**config.mk**
```make
export PLATFORM = sky130hd
export DESIGN_NAME = sgms_lane
export DESIGN_NICKNAME = d
export VERILOG_FILES = /design/src/rtl/core/sgms_pkg.sv /design/src/rtl/core/sgms_lane.sv
export SDC_FILE = /design/constraint.sdc
export NUM_CORES = 1
export LEC_CHECK = 0
export ABC_AREA = 1
export BUFFER_PORTS_ARGS = -buffer_cell sky130_fd_sc_hd__buf_2
export CAP_MARGIN = 5
export CORE_MARGIN = 5
export CORE_UTILIZATION = 45
export CTS_BUF_LIST = sky130_fd_sc_hd__clkbuf_16
export DETAILED_ROUTE_END_ITERATION = 16
export SYNTH_ARGS = -nofsm -noshare
export SYNTH_HDL_FRONTEND = slang
export SYNTH_SLANG_ARGS = --single-unit
```
**constraint.sdc**
```tcl
create_clock -name clock -period 6.4 [get_ports clock]
set_input_delay 0.32 -clock clock [delete_from_list [all_inputs] [get_ports clock]]
set_output_delay 0.32 -clock clock [all_outputs]
set_load 0.03 [all_outputs]
```
**src/rtl/core/sgms_pkg.sv**
```systemverilog
// shared types and constants for the stereo gain mixer
package sgms_pkg;

   // configuration register indexes
   localparam logic [1:0] REG_GAIN   = 2'd0;
   localparam logic [1:0] REG_FORMAT = 2'd1;
   localparam logic [1:0] REG_STEREO = 2'd2;

   // gain register
   localparam int unsigned GAIN_WIDTH = 17;
   localparam logic [GAIN_WIDTH-1:0] GAIN_UNITY = 17'h10000;

   // sample and sum widths
   localparam int unsigned SAMPLE_WIDTH = 16;
   localparam int unsigned VALUE_WIDTH  = 17;
   localparam int unsigned SUM_WIDTH    = 18;

   // clamp bounds and u8 offset
   localparam logic signed [SUM_WIDTH-1:0] S16_MIN   = -18'sd32768;
   localparam logic signed [SUM_WIDTH-1:0] S16_MAX   = 18'sd32767;
   localparam logic signed [SUM_WIDTH-1:0] U8_MIN    = 18'sd0;
   localparam logic signed [SUM_WIDTH-1:0] U8_MAX    = 18'sd255;
   localparam logic signed [SUM_WIDTH-1:0] U8_OFFSET = 18'sd128;

   // clamp tally
   localparam logic [15:0] TALLY_MAX = 16'hFFFF;

   // sample format codes
   localparam logic FMT_U8  = 1'b0;
   localparam logic FMT_S16 = 1'b1;

   // per-lane pipeline control
   typedef struct packed {
      logic load1;   // stage 1 takes a new word
      logic load2;   // stage 2 takes stage 1
      logic s16;     // signed 16-bit format
      logic active;  // lane mixes; otherwise passes the accumulator through
   } lane_ctrl_type;

endpackage

```
**src/rtl/core/sgms_lane.sv**
```systemverilog
// one channel: gain multiply, then accumulate and clamp
module sgms_lane (
   input  logic                               clock,
   input  sgms_pkg::lane_ctrl_type            ctrl,
   input  logic [sgms_pkg::GAIN_WIDTH-1:0]    gain,
   input  logic [sgms_pkg::SAMPLE_WIDTH-1:0]  src,
   input  logic [sgms_pkg::SAMPLE_WIDTH-1:0]  acc,
   output logic [sgms_pkg::SAMPLE_WIDTH-1:0]  out_sample,
   output logic                               sat
);
   import sgms_pkg::*;

   logic signed [VALUE_WIDTH-1:0]   src_val;
   logic signed [VALUE_WIDTH-1:0]   acc_val;
   logic signed [GAIN_WIDTH:0]      gain_s;
   logic signed [VALUE_WIDTH+GAIN_WIDTH:0] product;
   logic signed [VALUE_WIDTH-1:0]   scaled_in, scaled_ff;
   logic signed [VALUE_WIDTH-1:0]   acc_val_ff;
   logic [SAMPLE_WIDTH-1:0]         acc_raw_ff;
   logic signed [SUM_WIDTH-1:0]     sum;
   logic signed [SUM_WIDTH-1:0]     lo_bound, hi_bound;
   logic [SAMPLE_WIDTH-1:0]         out_in, out_ff;
   logic                            sat_in, sat_ff;

   // decode samples by format and scale; product >>> 16 is a floor
   always_comb begin
      if (ctrl.s16 == FMT_S16) begin
         src_val = signed'({src[SAMPLE_WIDTH-1], src});
         acc_val = signed'({acc[SAMPLE_WIDTH-1], acc});
      end else begin
         src_val = signed'({9'd0, src[7:0]});
         acc_val = signed'({9'd0, acc[7:0]});
      end
      gain_s    = signed'({1'b0, gain});
      product   = src_val * gain_s;
      scaled_in = product[VALUE_WIDTH+15:16];
   end

   // stage 1 registers
   always_ff @(posedge clock) begin
      if (ctrl.load1) begin
         scaled_ff  <= scaled_in;
         acc_val_ff <= acc_val;
         acc_raw_ff <= acc;
      end
   end

   // accumulate and clamp to the format range; an inactive lane passes acc through
   always_comb begin
      if (ctrl.s16 == FMT_S16) begin
         sum      = SUM_WIDTH'(scaled_ff) + SUM_WIDTH'(acc_val_ff);
         lo_bound = S16_MIN;
         hi_bound = S16_MAX;
      end else begin
         sum      = SUM_WIDTH'(scaled_ff) + SUM_WIDTH'(acc_val_ff) - U8_OFFSET;
         lo_bound = U8_MIN;
         hi_bound = U8_MAX;
      end
      if (!ctrl.active) begin
         out_in = acc_raw_ff;
         sat_in = 1'b0;
      end else if (sum < lo_bound) begin
         out_in = lo_bound[SAMPLE_WIDTH-1:0];
         sat_in = 1'b1;
      end else if (sum > hi_bound) begin
         out_in = hi_bound[SAMPLE_WIDTH-1:0];
         sat_in = 1'b1;
      end else begin
         out_in = sum[SAMPLE_WIDTH-1:0];
         sat_in = 1'b0;
      end
   end

   // stage 2 registers
   always_ff @(posedge clock) begin
      if (ctrl.load2) begin
         out_ff <= out_in;
         sat_ff <= sat_in;
      end
   end

   assign out_sample = out_ff;
   assign sat        = sat_ff;

endmodule

```
==> impl_metrics.toml <==
[status]
outcome = "finished clean"

[logic_synthesis]
mappedNetlistArea_mm2 = 0.0134
synth_fp_nets = 2149
number_of_enable_flip_flop_cells_after_synthesis = 58
yosys.area_share.simple_pct = 19.5
synth_top_family_by_area = "adder cells"
synth.top_cells.by_area = "fa_1, inv_1, ha_1, edfxtp_1, nand2_1"
synth.largest_area_cell = "fa_1"
synth_cell_type_count = 40
number_of_cells_produced_by_synthesis = 1731
synthArstFlopShare_pct = 0
postSynth.topFlopCell = "edfxtp_1"
synth_compound_area_share_pct = 3.80
number_of_warnings_printed_during_yosys_synthesis = 0
synthAdderAreaFrac_pct = 46.4
syn_avg_cell_area_um2 = 7.77
synthMuxAreaShare_pct = 0
ys_seq_elements = 58
xor_xnor_share_of_the_synthesized_area_pct = 2.34
synth_seq_area_share_pct = 13.0
synth_top_area_share_pct = 33.4

[worst_setup_path]
crit_chain = "buf_2, nand2_1, inv_1, nand2_1, fa_1, inv_1, fa_1, inv_1, fa_1, inv_1, fa_1, fa_1, inv_1, fa_1, inv_1, ha_1, a21oi_1, inv_1, a31oi_1, nand2_1, o21bai_1, a21boi_0, o21ai_0, xor2_1"
critical_path.most_common_cell = "inv_1"
crit_required_ns = 6.47
worst_path_max_delay_cell = "fa_1"
crit_path_max_fanout = 9
critPathCaptureType = "flip-flop"
worstPathArrival_ns = 6.05
setup.worst_path.start_class = "input pin"
maximum_single_stage_delay_on_the_critical_path_ns = 0.54
timing_worst_setup_path_type = "in -> reg"

[clock_tree]
ctsRootBufferMaster = "clkbuf_16"
cts-root-to-sink-buffers = 2
clk_pin_slew_worst_paths_ns = 0.06
clk-insertion-delay-late_ns = 0.33
cts.sinks = 58
cts.hold.buffers_added = 0
cts_resized = 0
cts_buffers = 9
tritoncts = "yes"
post-cts-setup-buffer-count = 0
htreeDepth = 3

[power]
vdd.ir_drop.worst_v = 0.000450
power.leakage_nw = 8.45
tot_pwr_mw = 6.78
pwr_density_cell_mw_per_mm2 = 465

[routing]
drc_violation_count_after_routing = 0
drtIter0Drc = 688
final_antenna_net_count = 0
first_pass_iters = 5
routedWlPerCell_um = 14.9
routed_wl_um = 32500
viasPerCell = 4.83
num_vias = 10532

[global_routing]
global_route.usage.met1_pct = 27.6
busiest_layer = "met2"
grt_use_total_pct = 20.5
number_of_global_route_vias_before_repair = 11432
global_route.usage.met3_pct = 2.18
groute.layer.met2.usage_pct = 36.0
wire_length_of_the_first_global_routing_pass_um = 55800
globalRoute.totalOverflow = 0
grt_max_degree = 42
antenna_found_initial = 0

[timing]
period_needed_ns = 5.98
finalSetupViolations = 0
relSlewSlack_pct = 37.5
holdWs_ns = 0.163
max_slew.worst_pin.slew_ns = 0.937
clock.fmax_mhz = 167
tns_ns = 0
timing.clock.skew_ns = 0.0108
rsz0062_at_grt = "no"
hold_viol_final = 0
timing_max_transition_violations_final = 0
finalCritPeriodShare_pct = 93.5

[placement]
place.port_buffers = 70
estimated_wirelength_of_the_detail_placed_design_um = 28500
placed_instances = 2165
routability_cong = 0.914

[final_layout]
fin_cells = 2181
layout.nets = 2204
n_fill_cell = 2952
layout-drive-gt1-share_pct = 7.65
n_antenna_cell = 0
multiInputGateArea_mm2 = 0.00968
synthToLayoutAreaGrowth_pct = 8.43
ff_latch_area_mm2 = 0.00174

[hold_path]
hold_class = "in -> reg"

[floorplan]
die_height_um = 183
die_area_mm2 = 0.0334
dieWidth_um = 183
core-area_mm2 = 0.0296
floorplan.initialDensity_pct = 45.5
std_cell_rows = 63
floorplan.io_pins = 71

[run]
drv_cap = 0
## worst max-delay path, delay by kind of cell
family / cells / cell delay, ns
and+or+nand+nor: 3 / 0.32
xor gates and xnor gates: 1 / 0.16
adders and majority gates: 7 / 3.30
AOI/OAI and AO/OA: 5 / 1.11
buffers and inverters: 8 / 0.84
## stage by stage
step / cell area [um2] / setup slack, ns / utilization, %
CTS: 14600 / 0.386 / 49.3
detailed placement: 14300 / 0.0503 / 48.3
floorplan: 13400 / 0.354 / -
global route: 14600 / 0.0396 / 49.3
global placement: 14300 / 0.100 / 48.3
finish: 14600 / 0.419 / 49.3
## kinds of logic (layout without fill, tap and decap cells)
logic type      after synthesis  in the layout
xor+xnor                     35             35
flops                        58             58
buf+inv                     534            594
fa+ha+maj                   364            364
simple gates                649            649
compound gates               91             91
## sequential cells by signal (all words and copies together) (netlist names)
register / cells
acc_val_ff: 15
sat: 1
scaled_ff: 17
out_sample: 16
acc_raw_ff: 9
## synth_stat cells (5+ instances only)
library cell  number
inv_1            476
nand2_1          458
fa_1             224
ha_1             140
nor2_1           103
edfxtp_1          58
a21oi_1           51
clkbuf_1          44
nand3_1           43
xor2_1            22
o21ai_0           18
nand2_2           12
xnor2_1           12
nand4_1            9
nor3_1             9
nor2_2             6
o21bai_1           5
## layout make-up
cell class,instances,area share [%]
Multi-Input combinational cell,1139,66.4
Inverter,482,12.4
Sequential cell,58,11.9
Timing Repair Buffer,96,3.74
Tap cell,390,3.35
Clock buffer,9,1.55
Clock inverter,7,0.584
## cell usage in the layout (no fill, tap or decap), types with 2 or more instances in the layout
master,instances
and2_1,3
nor3_1,9
nand3_1,43
a21oi_1,51
clkbuf_16,9
nand3_2,2
ha_1,140
nand2_1,458
buf_4,26
xnor2_1,12
nand4_1,9
nor2_1,103
fa_1,224
xor2_1,22
o21bai_1,5
clkinv_2,2
a31oi_1,4
o21ai_0,18
nand2_2,12
buf_2,70
inv_2,3
edfxtp_1,58
o31ai_1,3
nor2_2,6
o21a_1,2
bufinv_16,2
clkinv_1,4
inv_1,477
## worst paths after layout
| check | cells after the start | slack (ns) | to | from |
|---|---|---|---|---|
| hold / removal | 1 | 0.16 | acc_val_ff[6] | acc[6] |
| setup reg to reg | 29 | 1.82 | out_sample[10] | acc_val_ff[0] |
| setup / recovery | 24 | 0.42 | scaled_ff[9] | ctrl[1] |
| hold reg to reg | 2 | 0.54 | out_sample[13] | acc_raw_ff[13] |
## metal layers
layer	part of all wire [%]	vias up
li1	-	5181
met4	1.9	0
met3	4.4	43
met5	0	-
met2	49	224
met1	45	5084
## report_power, final
part	internal, mW	switching (mW)	leakage (nW)
clock	0.336	0.172	0.154
sequential	0.683	0.0357	0.568
combinational	2.02	3.54	7.73
total	3.04	3.75	8.45
Power figures use the tool's default switching activity.
