$ cat src/rtl/core/sgms_pkg.sv
// shared types and constants for the stereo gain mixer
package sgms_pkg;

   // configuration register indexes
   localparam logic [1:0] REG_GAIN   = 2'd0;
   localparam logic [1:0] REG_FORMAT = 2'd1;
   localparam logic [1:0] REG_STEREO = 2'd2;

   // gain register
   localparam int unsigned GAIN_WIDTH = 17;
   localparam logic [GAIN_WIDTH-1:0] GAIN_UNITY = 17'h10000;

   // sample and sum widths
   localparam int unsigned SAMPLE_WIDTH = 16;
   localparam int unsigned VALUE_WIDTH  = 17;
   localparam int unsigned SUM_WIDTH    = 18;

   // clamp bounds and u8 offset
   localparam logic signed [SUM_WIDTH-1:0] S16_MIN   = -18'sd32768;
   localparam logic signed [SUM_WIDTH-1:0] S16_MAX   = 18'sd32767;
   localparam logic signed [SUM_WIDTH-1:0] U8_MIN    = 18'sd0;
   localparam logic signed [SUM_WIDTH-1:0] U8_MAX    = 18'sd255;
   localparam logic signed [SUM_WIDTH-1:0] U8_OFFSET = 18'sd128;

   // clamp tally
   localparam logic [15:0] TALLY_MAX = 16'hFFFF;

   // sample format codes
   localparam logic FMT_U8  = 1'b0;
   localparam logic FMT_S16 = 1'b1;

   // per-lane pipeline control
   typedef struct packed {
      logic load1;   // stage 1 takes a new word
      logic load2;   // stage 2 takes stage 1
      logic s16;     // signed 16-bit format
      logic active;  // lane mixes; otherwise passes the accumulator through
   } lane_ctrl_type;

endpackage

$ cat src/rtl/core/sgms_merge.sv
// merge stage: combines lane flags into the clamp tally and holds the result word
module sgms_merge (
   input  logic                               clock,
   input  logic                               reset,
   input  logic                               load,
   input  logic                               first_frame,
   input  logic [sgms_pkg::SAMPLE_WIDTH-1:0]  left_sample,
   input  logic [sgms_pkg::SAMPLE_WIDTH-1:0]  right_sample,
   input  logic                               left_sat,
   input  logic                               right_sat,
   output logic [sgms_pkg::SAMPLE_WIDTH-1:0]  out_left,
   output logic [sgms_pkg::SAMPLE_WIDTH-1:0]  out_right,
   output logic                               sat_left,
   output logic                               sat_right,
   output logic [15:0]                        saturation_count
);
   import sgms_pkg::*;

   logic [15:0] tally_in, tally_ff;
   logic [15:0] base;
   logic [16:0] tally_sum;
   logic [SAMPLE_WIDTH-1:0] left_ff, right_ff;
   logic sat_left_ff, sat_right_ff;

   // first frame of a block restarts the count; saturate at the top
   always_comb begin
      base      = first_frame ? 16'd0 : tally_ff;
      tally_sum = {1'b0, base} + 17'(left_sat) + 17'(right_sat);
      tally_in  = tally_sum[16] ? TALLY_MAX : tally_sum[15:0];
   end

   // tally register
   always_ff @(posedge clock) begin
      if (reset) begin
         tally_ff <= '0;
      end else if (load) begin
         tally_ff <= tally_in;
      end
   end

   // result word
   always_ff @(posedge clock) begin
      if (load) begin
         left_ff      <= left_sample;
         right_ff     <= right_sample;
         sat_left_ff  <= left_sat;
         sat_right_ff <= right_sat;
      end
   end

   assign out_left         = left_ff;
   assign out_right        = right_ff;
   assign sat_left         = sat_left_ff;
   assign sat_right        = sat_right_ff;
   assign saturation_count = tally_ff;

   // a clean first frame leaves the tally at zero
   a_first_clean: assert property (@(posedge clock) disable iff (reset)
      load && first_frame && !left_sat && !right_sat |=> tally_ff == 16'd0)
      else $error("tally not cleared by a clean first frame");

   // inside a block the tally never goes down
   a_monotonic: assert property (@(posedge clock) disable iff (reset)
      load && !first_frame |=> tally_ff >= $past(tally_ff))
      else $error("tally decreased inside a block");

   // tally holds when nothing is loaded
   a_hold: assert property (@(posedge clock) disable iff (reset)
      !load |=> $stable(tally_ff))
      else $error("tally changed without a word");

endmodule

$ cat config.mk
export PLATFORM = sky130hd
export DESIGN_NAME = sgms_merge
export DESIGN_NICKNAME = d
export VERILOG_FILES = /design/src/rtl/core/sgms_pkg.sv /design/src/rtl/core/sgms_merge.sv
export SDC_FILE = /design/constraint.sdc
export NUM_CORES = 1
export LEC_CHECK = 0
export ABC_AREA = 1
export BUFFER_PORTS_ARGS = -buffer_cell sky130_fd_sc_hd__buf_4
export CAP_MARGIN = 20
export CORE_ASPECT_RATIO = 0.7
export CORE_UTILIZATION = 52
export CTS_CLUSTER_DIAMETER = 40
export DETAILED_ROUTE_END_ITERATION = 7
export GPL_ROUTABILITY_DRIVEN = 0
export GPL_TIMING_DRIVEN = 0
export PLACE_DENSITY = 0.94
export SYNTH_ARGS = -nofsm -noshare
export SYNTH_HDL_FRONTEND = slang
export SYNTH_SLANG_ARGS = --single-unit
export TNS_END_PERCENT = 5
$ cat constraint.sdc
create_clock -name clock -period 4.4 [get_ports clock]
set_input_delay 0.22 -clock clock [delete_from_list [all_inputs] [get_ports clock]]
set_output_delay 0.22 -clock clock [all_outputs]
set_load 0.05 [all_outputs]
==> results of run 1 <==
## layer usage
layer,wire length (µm),global-route usage
met4,43,0.0689
met5,0,0
met2,2930,0.460
met3,511,0.0650
met1,2100,0.324
## cell type report
class                   count  area, µm²
repair buffers             86        646
fillers                   286        972
clock buffers               5       68.8
multi-input cells         139        716
plain buffers               6       45.0
inverters                  27        106
well taps                  52       65.1
flip-flops and latches     50       1340
clock inverters             2       33.8
## flip-flops by register name, summed over array words and instances, names as in the netlist
register and count:
saturation_count 16, out_right 16, sat_right 1, sat_left 1, out_left 16
## worst max path at each step
stage,slack [ns],end
final,2.20,saturation_count[8]
after detailed placement,2.02,saturation_count[8]
after global placement,2.14,saturation_count[12]
after global routing,2.06,saturation_count[8]
after CTS,2.23,saturation_count[8]
after floorplan,2.12,saturation_count[12]
## power by group
group	leakage (nW)	total [W]	internal, W	switching (W)
sequential	0.465	0.000555	0.000538	0.0000177
clock	0.0517	0.000307	0.000164	0.000143
combinational	0.851	0.000247	0.0000763	0.000170
total	1.37	0.00111	0.000778	0.000331
## cell usage in the layout (no fill, tap or decap), types with 2 or more instances in the layout
cell type,instances
sky130_fd_sc_hd__o21ai_0,17
sky130_fd_sc_hd__a31oi_1,2
sky130_fd_sc_hd__clkbuf_8,5
sky130_fd_sc_hd__nand2_2,2
sky130_fd_sc_hd__xnor2_1,2
sky130_fd_sc_hd__nand3_1,10
sky130_fd_sc_hd__nor2_1,40
sky130_fd_sc_hd__nor2_4,2
sky130_fd_sc_hd__buf_6,3
sky130_fd_sc_hd__a21oi_1,7
sky130_fd_sc_hd__nand3_2,3
sky130_fd_sc_hd__buf_4,86
sky130_fd_sc_hd__inv_1,23
sky130_fd_sc_hd__clkbuf_1,3
sky130_fd_sc_hd__dfxtp_1,16
sky130_fd_sc_hd__edfxtp_1,34
sky130_fd_sc_hd__nand2_1,38
sky130_fd_sc_hd__nand4_1,4
sky130_fd_sc_hd__nand2_4,2
sky130_fd_sc_hd__inv_2,3
## cell families (layout without fill, tap and decap cells)
group / count (synthesis) / after routing / synth area share
DFF: 50 / 50 / 0.607
adders and majority gates: 2 / 2 / 0.0147
and+or+nand+nor: 106 / 106 / 0.232
xor gates and xnor gates: 3 / 3 / 0.0119
buffers and inverters: 33 / 126 / 0.0686
AOI/OAI and AO/OA: 28 / 28 / 0.0657
## critical path, delay by kind of cell, from the launching register on
family | cells | cell delay [ns]
buffers and inverters | 2 | 0.26
AOI/OAI and AO/OA | 1 | 0.20
DFF | 1 | 0.37
adders and majority gates | 2 | 0.56
and+or+nand+nor | 6 | 0.73
## through the flow
| step | total power (W) | util |
|---|---|---|
| after floorplan | 0.000717 | - |
| after global placement | 0.000804 | 0.731 |
| after detailed placement | 0.000813 | 0.731 |
| after CTS | 0.00111 | 0.757 |
| after global routing | 0.00115 | 0.757 |
| final | 0.00111 | 0.757 |
## cells in the mapped netlist, drive strengths merged
library cell  instances
edfxtp               34
nand4                 4
a21oi                 7
nand2                42
o21ai                18
xor2                  1
xnor2                 2
o211ai                1
dfxtp                16
nand3b                1
fa                    1
buf                   3
nand3                14
clkinv                1
nor3                  1
inv                  26
nor2                 44
ha                    1
clkbuf                3
a31oi                 2
==> impl_metrics.ini, run 1 <==
[status]
outcome = complete, no violations

[yosys]
yosys-top-cells-area = sky130_fd_sc_hd__edfxtp_1, sky130_fd_sc_hd__dfxtp_1, sky130_fd_sc_hd__nor2_1, sky130_fd_sc_hd__nand2_1, sky130_fd_sc_hd__inv_1
sequential_cell_area_fraction_in_the_yosys_report = 0.607
synthesis.area_um2 = 2210
number_of_nets_in_the_synthesized_netlist = 262
synthesis.area_per_instance_um2 = 9.95
synth_top_area_share = 0.462
synthDominantAreaCellType = sky130_fd_sc_hd__edfxtp_1
synth_warnings = 0
syn-instance-count = 222
synthDistinctLibCells = 29
synth.ff_latch_count = 50

[clock_network]
holdBufCountCts = 0
clkLatencyLatePin_ns = 0.30
tritoncts = done
cts_resized = 0
clkTransAtPathRegs_ns = 0.09
cts_max_level = 2
cts-root-to-sink-buffers = 2
postCtsSetupBuffers = 0
cts_num_sinks = 50
root_buffer = sky130_fd_sc_hd__clkbuf_8
cts_buffers = 5

[sta]
finalHoldViolations = 0
grt_setup_unrepaired = false
slew_viol_final = 0
worst_slew_margin_rel = 0.669
timing_limited_maximum_frequency_mhz = 454
fin_setup_tns_ns = 0
final.period_utilization = 0.501
setup_viol = 0
fin_worst_skew_ns = 0.00839
worst-slew-pin-transition_ns = 0.496
fin_ws_ns = 2.20
hold_ws_ns = 0.0912
final_period_minus_worst_setup_slack_ns = 2.20

[finish]
postLayoutCellArea_um2 = 3020
n_antenna_cell = 0
nets = 355
finalNonFillerCells = 367
area.growth.synth_to_final_pct = 36.8
final_layout_size_suffix_gt1_frac = 0.352

[routing]
route.final.wire_length_mm = 5.59
number_of_routed_nets_with_antenna_violations = 0
detail_route.wl_per_cell_um = 15.2
detail_route.iter0.violations = 183
detail_route.vias_per_cell = 5.26
via_count = 1931
first_pass_iters = 5
drc_errors = 0

[place]
place_ws_ns = 2.02
detailed_place_hpwl_mm = 4.13
io_buffer_count = 86
placed_cells = 360
postPlaceCellArea_um2 = 2920

[global_routing]
grt_pass1_vias = 1749
grt.total_usage = 0.263
wire_length_of_the_first_global_routing_pass_mm = 8.70
grt_remaining_overflow = 0
grt_start_max_net_pins = 42
number_of_antenna_violations_at_the_first_check_in_global_routing = 0

[power]
leakagePower_nw = 1.37
power_density_nw_per_um2 = 367
worst_ir_drop_vdd_mv = 0.267

[hold_path]
timing.hold.worst_endpoint = out_left[12]
holdCritPathClass = input pin to flip-flop
min_from = left_sample[12]
worst_hold_path.num_cells = 1

[floorplanning]
fp-row-count = 19
initial_core_util = 0.553
die_area_um2 = 4520
die_height_um = 56.5
chipWidth_um = 79.9
placeableCoreArea_um2 = 3990
pin_count = 88

[critical_path]
critical_path_required_ns = 4.62
worstRegToRegCells = 11
r2r-end = saturation_count[8]
critical_path.reg2reg.startpoint = saturation_count[0]
worstSetupStartpointType = flip-flop
endpoint_type_of_the_worst_setup_path = flip-flop
crit_chain = nand2_1, fa_1, inv_1, ha_1, nand2_1, nor2_4, nand2_4, nor2_8, nand3_4, buf_6, a31oi_1
crit_path_max_incr_delay_ns = 0.37
critPathArrivalTime_ns = 2.42
startpoint = saturation_count[0]
type_of_the_worst_setup_path = flip-flop to flip-flop
timing.critical_path.fanout_max = 10
r2r_setup_slack_ns = 2.20
path_common_cell = sky130_fd_sc_hd__nand2_1
crit_slowest_cell = sky130_fd_sc_hd__dfxtp_1

[job]
cap_viol_max_count = 0
(Power assumes the default switching activity.)
==> run 2, diff against run 1 <==
--- a/config.mk
+++ b/config.mk
@@ -5,16 +5,16 @@
 export SDC_FILE = /design/constraint.sdc
 export NUM_CORES = 1
 export LEC_CHECK = 0
-export ABC_AREA = 1
+export ABC_AREA = 0
 export BUFFER_PORTS_ARGS = -buffer_cell sky130_fd_sc_hd__buf_4
 export CAP_MARGIN = 20
 export CORE_ASPECT_RATIO = 0.7
-export CORE_UTILIZATION = 52
+export CORE_UTILIZATION = 47
 export CTS_CLUSTER_DIAMETER = 40
 export DETAILED_ROUTE_END_ITERATION = 7
 export GPL_ROUTABILITY_DRIVEN = 0
 export GPL_TIMING_DRIVEN = 0
-export PLACE_DENSITY = 0.94
+export PLACE_DENSITY = 0.88
 export SYNTH_ARGS = -nofsm -noshare
 export SYNTH_HDL_FRONTEND = slang
 export SYNTH_SLANG_ARGS = --single-unit
==> constraint.sdc (replaced) <==
create_clock -name clock -period 2.2 [get_ports clock]
set_input_delay 0.11 -clock clock [delete_from_list [all_inputs] [get_ports clock]]
set_output_delay 0.11 -clock clock [all_outputs]
set_load 0.05 [all_outputs]
==> run 2 against run 1 <==
Compared with the run above:
- via count rose by 3.5%
- largest power group unchanged
- cell area grew 9.0%
- flip-flop and latch count unchanged
- critical path type is now input pin to flip-flop
- worst setup slack worse by 2.1 ns
==> impl_metrics.ini, run 2 <==
[routing]
route.final.wire_length_mm = 6.55
detail_route.iter0.violations = 183
detail_route.wl_per_cell_um = 18.6
number_of_routed_nets_with_antenna_violations = 0
first_pass_iters = 5
via_count = 1999
detail_route.vias_per_cell = 5.68
drc_errors = 0

[global_routing]
number_of_antenna_violations_at_the_first_check_in_global_routing = 0
grt.total_usage = 0.277
wire_length_of_the_first_global_routing_pass_mm = 9.48
grt_pass1_vias = 1854
grt_remaining_overflow = 0
grt_start_max_net_pins = 44

[finish]
nets = 339
mostFrequentLayoutCell = sky130_fd_sc_hd__buf_4
postLayoutCellArea_um2 = 3290
finalNonFillerCells = 352
n_antenna_cell = 0
area.growth.synth_to_final_pct = 55.8
final_cell_mix = sky130_fd_sc_hd__buf_4, sky130_fd_sc_hd__dlygate4sd3_1, sky130_fd_sc_hd__edfxtp_1
final_layout_size_suffix_gt1_frac = 0.360

[yosys]
synthMostInstantiatedCell = sky130_fd_sc_hd__edfxtp_1
synth.ff_latch_count = 50
synthesis.area_per_instance_um2 = 12.3
number_of_nets_in_the_synthesized_netlist = 212
synthDominantAreaCellType = sky130_fd_sc_hd__edfxtp_1
synth_top_area_share = 0.483
synth_warnings = 0
synthDistinctLibCells = 48
postSynth.topFlopCell = sky130_fd_sc_hd__edfxtp_1
number_of_enable_type_register_cells_in_the_synthesized_netlist = 34
syn-instance-count = 172
yosys-top-cells-area = sky130_fd_sc_hd__edfxtp_1, sky130_fd_sc_hd__dfxtp_1, sky130_fd_sc_hd__nand4b_1, sky130_fd_sc_hd__nand2_1, sky130_fd_sc_hd__o21ai_0
synthesis.area_um2 = 2110
synth.cells.most_frequent = sky130_fd_sc_hd__edfxtp_1, sky130_fd_sc_hd__dfxtp_1, sky130_fd_sc_hd__nand2_1, sky130_fd_sc_hd__nor2_1, sky130_fd_sc_hd__o21ai_0
synthArstFlopShare = 0
sequential_cell_area_fraction_in_the_yosys_report = 0.635

[critical_path]
timing.critical_path.fanout_max = 10
endpoint_type_of_the_worst_setup_path = flip-flop
critPathArrivalTime_ns = 2.31
crit_chain = buf_4, clkbuf_2, clkbuf_8, nand2b_1, fa_2, inv_1, ha_4, and3b_2, and4_4, nand2_2, a311oi_1
critical_path_required_ns = 2.42
worstSetupStartpointType = input pin
crit_path_max_incr_delay_ns = 0.37
type_of_the_worst_setup_path = input pin to flip-flop
crit_slowest_cell = sky130_fd_sc_hd__fa_2

[status]
outcome = complete, no violations

[place]
placed_cells = 310
place_ws_ns = -0.582
io_buffer_count = 86
detailed_place_hpwl_mm = 3.88
postPlaceCellArea_um2 = 2830

[job]
cap_viol_max_count = 0

[clock_network]
cts_max_level = 2
cts-root-to-sink-buffers = 2
tritoncts = done
postCtsSetupBuffers = 0
clkTransAtPathRegs_ns = 0.09
clkLatencyLatePin_ns = 0.31
cts_buffers = 5
root_buffer = sky130_fd_sc_hd__clkbuf_8
cts_num_sinks = 50

[sta]
worst-slew-pin-transition_ns = 0.528
fin_ws_ns = 0.112
setup_viol = 0
slew_viol_final = 0
finalHoldViolations = 0
final_period_minus_worst_setup_slack_ns = 2.09
hold_ws_ns = 0.294
fin_worst_skew_ns = 0.00307
final.period_utilization = 0.949
worst_slew_margin_rel = 0.648
grt_setup_unrepaired = false
timing_limited_maximum_frequency_mhz = 479

[power]
leakagePower_nw = 1.31
worst_ir_drop_vdd_mv = 0.433
power_density_nw_per_um2 = 635

[floorplanning]
placeableCoreArea_um2 = 4110
die_height_um = 58.1
initial_core_util = 0.514
die_area_um2 = 4770
pin_count = 88
chipWidth_um = 82.1
fp-row-count = 19

[hold_path]
holdCritPathClass = input pin to flip-flop
-- run 2: layout make-up --
| class | count | area [µm²] |
|---|---|---|
| sequential | 50 | 1340 |
| timing repair buffer | 120 | 986 |
| fill | 233 | 820 |
| multi-input combinational | 106 | 737 |
| clock buffer | 5 | 68.8 |
| tap | 52 | 65.1 |
| buffer | 9 | 47.5 |
| inverter | 7 | 26.3 |
| clock inverter | 3 | 20.0 |
-- run 2: worst paths after layout --
kind | startpoint | slack [ns] | cells after the start | end
min reg2reg | saturation_count[0] | 0.50 | 2 | saturation_count[0]
max reg2reg | saturation_count[0] | 0.15 | 8 | saturation_count[0]
max | first_frame | 0.11 | 11 | saturation_count[0]
min | right_sat | 0.29 | 4 | saturation_count[0]
-- run 2: routing by layer --
layer | global-route usage | routed length (µm)
met2 | 0.465 | 3090
met4 | 0.0877 | 91
met3 | 0.0677 | 624
met5 | 0 | 0
met1 | 0.354 | 2740
-- run 2: what timing repair did --
| action | 4_1_cts | 5_1_grt |
|---|---|---|
| hold buffers | 34 | 0 |
| pin swaps | 0 | 0 |
| endpoints found under the hold margin | 34 | 0 |
| resized for setup | 7 | 5 |
| gates cloned | 0 | 0 |
| endpoints found under the setup margin | 13 | 14 |
-- run 2: cell families (layout without fill, tap and decap cells) --
logic type	count (synthesis)	in the layout	share of synthesized area
compound gates	32	32	0.108
fa+ha+maj	2	2	0.0154
flops	50	50	0.635
buf+inv	16	144	0.0296
simple gates	68	68	0.192
mux	4	4	0.0201
-- run 2: report_power, final --
group	total, W	internal (W)	switching [W]
Combinational	0.000451	0.000167	0.000285
Clock	0.000555	0.000225	0.000331
Sequential	0.00109	0.00106	0.0000224
Total	0.00209	0.00145	0.000638
-- run 2: stage by stage --
stage / util / power, W / TNS, ns
6_report: 0.801 / 0.00209 / 0
5_1_grt: 0.801 / 0.00215 / 0
4_1_cts: 0.797 / 0.00206 / 0
3_5_place_dp: 0.687 / 0.00149 / -6.89
3_3_place_gp: 0.687 / 0.00148 / -6.47
2_1_floorplan: - / 0.00133 / 0
-- run 2: worst max-delay path: cells and delay by family --
| family | cells | cell delay [ns] |
|---|---|---|
| simple gates | 4 | 0.77 |
| buf+inv | 4 | 0.60 |
| fa+ha+maj | 2 | 0.53 |
| compound gates | 1 | 0.28 |
